## config.mk

```make
export PLATFORM = sky130hd
export DESIGN_NAME = pgcb_ctrl
export DESIGN_NICKNAME = d
export VERILOG_FILES = /design/src/sv/particle_grid_cell_binner_top_defines.svh /design/src/sv/pgcb_pkg.sv /design/src/sv/pgcb_ctrl.sv
export SDC_FILE = /design/constraint.sdc
export NUM_CORES = 1
export LEC_CHECK = 0
export BUFFER_PORTS_ARGS = -buffer_cell sky130_fd_sc_hd__buf_2
export CAP_MARGIN = 20
export CORE_AREA = 3 3 40 42
export CTS_CLUSTER_DIAMETER = 150
export DETAILED_ROUTE_END_ITERATION = 12
export DIE_AREA = 0 0 43 45
export PLACE_DENSITY = 0.48
export SLEW_MARGIN = 15
export SYNTH_ARGS = -nofsm -noshare
export SYNTH_HDL_FRONTEND = slang
export SYNTH_SLANG_ARGS = --single-unit
```

## constraint.sdc

```tcl
create_clock -name clk_i -period 1.2 [get_ports clk_i]
set_input_delay 0.24 -clock clk_i [delete_from_list [all_inputs] [get_ports clk_i]]
set_output_delay 0.24 -clock clk_i [all_outputs]
set_load 0.005 [all_outputs]
```

## src/sv/particle_grid_cell_binner_top_defines.svh

```systemverilog
// ----------------------------------------------------------------------------
// Particle grid cell binner: assertion macros
// Shared concurrent assertion forms, clocked on clk_i and disabled in reset.
// ----------------------------------------------------------------------------
`ifndef PARTICLE_GRID_CELL_BINNER_TOP_DEFINES_SVH
`define PARTICLE_GRID_CELL_BINNER_TOP_DEFINES_SVH

// condition implies consequence in the same cycle
`define PGCB_ASSERT_SAME(lbl, ante, cons, msg) \
  lbl: assert property (@(posedge clk_i) disable iff (!rst_ni) (ante) |-> (cons)) \
    else $error(msg);

// condition implies consequence in the following cycle
`define PGCB_ASSERT_NEXT(lbl, ante, cons, msg) \
  lbl: assert property (@(posedge clk_i) disable iff (!rst_ni) (ante) |=> (cons)) \
    else $error(msg);

`endif

```

## src/sv/pgcb_pkg.sv

```systemverilog
// ----------------------------------------------------------------------------
// Particle grid cell binner: package
// Shared widths, codes, control structs and small helper functions.
// ----------------------------------------------------------------------------
`default_nettype none

package pgcb_pkg;

  // field widths
  localparam int unsigned POS_W   = 26;
  localparam int unsigned INV_W   = 24;
  localparam int unsigned CNY_W   = 11;
  localparam int unsigned WID_W   = 5;
  localparam int unsigned LIM_W   = 7;
  localparam int unsigned PNUM_W  = 12;
  localparam int unsigned CLOSE_W = 10;
  localparam int unsigned ZOFF_W  = 29;
  localparam int unsigned CELLN_W = 12;
  localparam int unsigned PREV_W  = 13;
  localparam int unsigned POP_W   = 13;

  // internal arithmetic widths
  localparam int unsigned FRAC_W  = 32;
  localparam int unsigned PROD_W  = POS_W + INV_W;
  localparam int unsigned IDX_W   = PROD_W - FRAC_W + 1;
  localparam int unsigned AIDX_W  = IDX_W + 1;
  localparam int unsigned CMUL_W  = AIDX_W + CNY_W;
  localparam int unsigned CELL_W  = CMUL_W + 1;
  localparam int unsigned WXY_W   = 2 * WID_W;

  localparam logic [FRAC_W-1:0]        HALF      = 32'h8000_0000;
  localparam logic signed [PREV_W-1:0] PREV_NONE = -13'sd1;

  // configuration register indexes
  localparam int unsigned REG_IDX_W = 3;
  localparam logic [REG_IDX_W-1:0] REG_INV_X = 3'd0;
  localparam logic [REG_IDX_W-1:0] REG_INV_Y = 3'd1;
  localparam logic [REG_IDX_W-1:0] REG_INV_Z = 3'd2;
  localparam logic [REG_IDX_W-1:0] REG_CNY   = 3'd3;
  localparam logic [REG_IDX_W-1:0] REG_MW_X  = 3'd4;
  localparam logic [REG_IDX_W-1:0] REG_MW_Y  = 3'd5;
  localparam logic [REG_IDX_W-1:0] REG_MW_Z  = 3'd6;

  typedef struct packed {
    logic [INV_W-1:0] inv_x;
    logic [INV_W-1:0] inv_y;
    logic [INV_W-1:0] inv_z;
    logic [CNY_W-1:0] cells_y;
    logic [WID_W-1:0] mw_x;
    logic [WID_W-1:0] mw_y;
    logic [WID_W-1:0] mw_z;
  } pgcb_cfg_t;

  typedef enum logic [2:0] {
    S_CLEAR,
    S_IDLE,
    S_MUL,
    S_RND,
    S_IDX,
    S_RD,
    S_WR
  } pgcb_state_e;

  typedef struct packed {
    logic clear;
    logic load;
    logic mul;
    logic rnd;
    logic idx;
    logic rd;
    logic wr;
  } pgcb_cmd_t;

  typedef struct packed {
    logic clear_last;
  } pgcb_stat_t;

  // clamp a width to [1, lim]
  function automatic logic [WID_W-1:0] clamp_width(logic [WID_W-1:0] w,
                                                   logic [LIM_W-1:0] lim);
    logic [WID_W-1:0] r;
    if (w == '0) begin
      r = WID_W'(1);
    end else if (LIM_W'(w) > lim) begin
      r = lim[WID_W-1:0];
    end else begin
      r = w;
    end
    return r;
  endfunction

  // floor of the product, rounded up past one half on odd widths
  function automatic logic [IDX_W-1:0] round_idx(logic [PROD_W-1:0] p, logic odd);
    logic up;
    up = odd && (p[FRAC_W-1:0] > HALF);
    return IDX_W'(p[PROD_W-1:FRAC_W]) + IDX_W'(up);
  endfunction

endpackage

`default_nettype wire

```

## src/sv/pgcb_ctrl.sv

```systemverilog
// ----------------------------------------------------------------------------
// Particle grid cell binner: controller
// Sequences the clearing pass after reset and the steps of one particle.
// ----------------------------------------------------------------------------
`default_nettype none

module pgcb_ctrl import pgcb_pkg::*; (
  input  wire logic       clk_i,
  input  wire logic       rst_ni,
  input  wire logic       start_i,
  input  wire pgcb_stat_t stat_i,
  output pgcb_cmd_t       cmd_o,
  output logic            busy_o
);

  pgcb_state_e state_q, state_d;

  // state register
  always_ff @(posedge clk_i or negedge rst_ni) begin
    if (!rst_ni) begin
      state_q <= S_CLEAR;
    end else begin
      state_q <= state_d;
    end
  end

  // next state
  always_comb begin
    state_d = state_q;
    case (state_q)
      S_CLEAR: begin
        if (stat_i.clear_last) begin
          state_d = S_IDLE;
        end
      end
      S_IDLE: begin
        if (start_i) begin
          state_d = S_MUL;
        end
      end
      S_MUL:   state_d = S_RND;
      S_RND:   state_d = S_IDX;
      S_IDX:   state_d = S_RD;
      S_RD:    state_d = S_WR;
      S_WR:    state_d = S_IDLE;
      default: state_d = S_CLEAR;
    endcase
  end

  // command outputs
  always_comb begin
    cmd_o  = '0;
    busy_o = 1'b1;
    case (state_q)
      S_CLEAR: cmd_o.clear = 1'b1;
      S_IDLE: begin
        busy_o     = 1'b0;
        cmd_o.load = start_i;
      end
      S_MUL:   cmd_o.mul = 1'b1;
      S_RND:   cmd_o.rnd = 1'b1;
      S_IDX:   cmd_o.idx = 1'b1;
      S_RD:    cmd_o.rd  = 1'b1;
      S_WR:    cmd_o.wr  = 1'b1;
      default: cmd_o = '0;
    endcase
  end

endmodule

`default_nettype wire

```

==> reports/metrics.csv <==
stage,metric,value,unit
outcome,violations,setup timing,
clocking,clk_pin_slew,0.04,ns
yosys,synth_nets,25,
cells_and_area,antennaDiodeCount,0,
cells_and_area,final_cells,53,
clocking,clock_latency,0.23,ns
global_route,grt_pass1_wl,966,um
routing,wl,528,um
placement,hpwl,403,um
sta,min_period,1.44,ns
yosys,synth_cell_types,16,
cells_and_area,fillCellCount,143,
placement,portBuffers,11,
routing,firstDrtPassIters,1,
flow_run,drv_cap,0,
yosys,syn_inst,21,
worst_setup_path,r2r_setup_slack,0.20,ns
sta,fin_worst_skew,0.00444,ns
worst_setup_path,arrival,1.20,ns
global_route,antenna_found_initial,0,
routing,vias_per_cell,4.13,
outcome,status,"finished, violations left",
global_route,grt_start_max_net_pins,10,
sta,rsz0062_at_grt,true,
power,clockPowerShare,18.8,%
die,die_y,45,um
yosys,ys_seq_area_share,36.4,%
routing,antenna_left,0,
cells_and_area,regMostFlops,state_q,
worst_setup_path,cp_top_family,simple AND/OR/NAND/NOR gates,
hold_path,hold_class,input port to register,
global_route,grtUsageTotal,7.60,%
power,p_leak,0.000185,uW
cells_and_area,reg.largest.list,state_q: 3 flops,
routing,num_vias,219,
placement,placed_area,284,um^2
sta,max_freq,695,MHz
power,powerDensity,2630,nW/um^2
clocking,cts_sinks,3,
power,p_total,936,uW
die,io_pins,12,
power,sw_frac_of_total,37.5,%
hold_path,hold_end,state_q[0]$_DFFE_PN0P_,
die,dieArea,1940,um^2
yosys,avgSynthCellArea,9.83,um^2
worst_setup_path,critical_path_buf_inv_count,1,
hold_path,hp-start,stat_i,
cells_and_area,largest_reg_flops,3,
yosys,synth_seq_cells,3,
clocking,cts_max_level,1,
yosys,yosysWarnings,0,
power,power.internal,585,uW
worst_setup_path,worst_path_largest_cell_delay,0.41,ns
die,rows,13,
sta,relSlewSlack,89.9,%
sta,timing.final.crit_share,120,%
worst_setup_path,crit_required,0.96,ns
placement,place_congestion,0.664,
worst_setup_path,crit_type,register to output port,
global_route,grt_pass1_vias,232,
worst_setup_path,reg2reg_depth,3,
cells_and_area,final_nets,43,
global_route,overflow,0,
die,core_area,1280,um^2
worst_setup_path,r2r-end,state_q[2]$_DFFE_PN0P_,
sta,tightest_slew,0.150,ns
power,power_frac_comb,61.9,%
sta,worst_slack,-0.238,ns
clocking,cts.path.max_buffers,2,
power,p_sw,351,uW
worst_setup_path,path_cells,or3b_4 -> nor2_2 -> buf_2,
placement,dp_cells,48,
routing,drtIter0Drc,0,
sta,drv_slew,0,
clocking,numCtsBuffers,3,
hold_path,hold_depth,3,
worst_setup_path,crit_path_end_kind,output port,
power,ir_worst_vdd,0.774,mV
yosys,synthesis.area,206,um^2
worst_setup_path,crit_fanout,2,
clocking,cts_tree,done,
sta,hold_viol,0,
die,die-width,43,um
sta,setup_violations,8,
clocking,clock-root-buffer,clkbuf_4,
routing,drcViolationCount,0,
worst_setup_path,start_kind,register,
worst_setup_path,crit_slowest_cell,or3b_4,
worst_setup_path,r2r_start,state_q[1]$_DFFE_PN0P_,
die,start_util,16.1,%
cells_and_area,drive_above_1_share,68.4,%
routing,routedWlPerCell,9.96,um
power,power_frac_seq,19.2,%
cells_and_area,stdcell_area,355,um^2
clocking,post-cts-setup-buffers,0,
cells_and_area,area_delta_synth_final,72.1,%
synth_stat cells:
cell type	n	area share (%)
and3_2	1	3.6
a21o_1	1	3.6
buf_6	1	5.5
nor3b_1	2	7.3
nor3b_2	1	6.1
dfrtp_1	3	36
inv_1	3	5.5
o21ai_0	1	2.4
o31a_1	1	4.2
or3b_4	1	5.5
a21oi_1	1	2.4
o21bai_1	1	3.6
and3b_2	1	4.8
nor3_1	1	2.4
buf_4	1	3.6
nor2_2	1	3.0
metrics by stage:
step / hold slack (ns) / utilization [%] / setup slack, ns / setup TNS, ns
after floorplan: -0.0556 / - / -0.000439 / -0.000439
after global placement: 0.0422 / 22.1 / 0.00967 / 0
after detailed placement: 0.0425 / 22.1 / 0.00268 / 0
after CTS: 0.222 / 27.2 / -0.257 / -1.23
after global routing: 0.232 / 27.7 / -0.300 / -1.66
final: 0.231 / 27.7 / -0.238 / -1.13
area by class of cell:
type	instances	area [um^2]	share of cell area [%]
inverter	3	11.3	3.17
clock buffer	4	26.3	7.39
multi-input combinational	13	129	36.3
timing repair buffer	15	95.1	26.8
tap	15	18.8	5.28
sequential	3	75.1	21.1
cell usage in the layout (no fill, tap or decap):
master and count:
dfrtp_1 3, nor3b_4 1, inv_1 2, o21bai_1 1
buf_2 11, a21o_1 1, o31a_1 1, or3b_4 1
clkbuf_4 3, and3_2 1, buf_6 2, o21ai_0 1
nor2_2 1, nor3b_2 2, inv_2 1, clkbuf_1 1
and3b_2 1, buf_4 1, dlygate4sd3_1 1, a21oi_1 1
nor3_4 1
worst register-to-register path, cell delays in order, from the launching register on:
cell and delay, ns:
dfrtp_1 0.38, buf_6 0.14, and3b_2 0.22, a21o_1 0.15
worst max path at each step:
stage	startpoint	end	slack, ns	depth (start not counted)
after global placement	state_q[1]$_DFFE_PN0P_	cmd_o[5]	0.01	3
after CTS	state_q[2]$_DFFE_PN0P_	cmd_o[5]	-0.26	3
after global routing	state_q[2]$_DFFE_PN0P_	cmd_o[5]	-0.30	3
after floorplan	state_q[2]$_DFFE_PN0P_	cmd_o[5]	-0.0004	3
final	state_q[2]$_DFFE_PN0P_	cmd_o[5]	-0.24	3
after detailed placement	state_q[1]$_DFFE_PN0P_	cmd_o[5]	0.003	3
power groups by stage:
stage               logic [uW]  clock network, uW  registers (uW)
floorplan                  310                  0             182
global placement           471                  0             172
detailed placement         475                  0             174
CTS                        561                189             179
global route               634                205             186
finish                     580                176             180
routing by layer:
layer	track usage [%]	wire length [um]
met5	0	0
met4	7.23	8
met3	4.78	63
met2	10.2	219
met1	8.01	236
kinds of logic (layout without fill, tap and decap cells):
logic type,count (synthesis),count (layout),synth area share [%]
buf+inv,5,22,14.5
compound gates,5,5,16.4
simple gates,8,8,32.7
flops,3,3,36.4
repair_timing:
action	4_1_cts	5_1_grt
gates resized for setup	7	1
endpoints found under the hold margin	3	0
setup endpoints to repair	8	8
pin swaps	2	0
hold buffers	1	0
No activity file was read; power rests on OpenSTA's default activity.
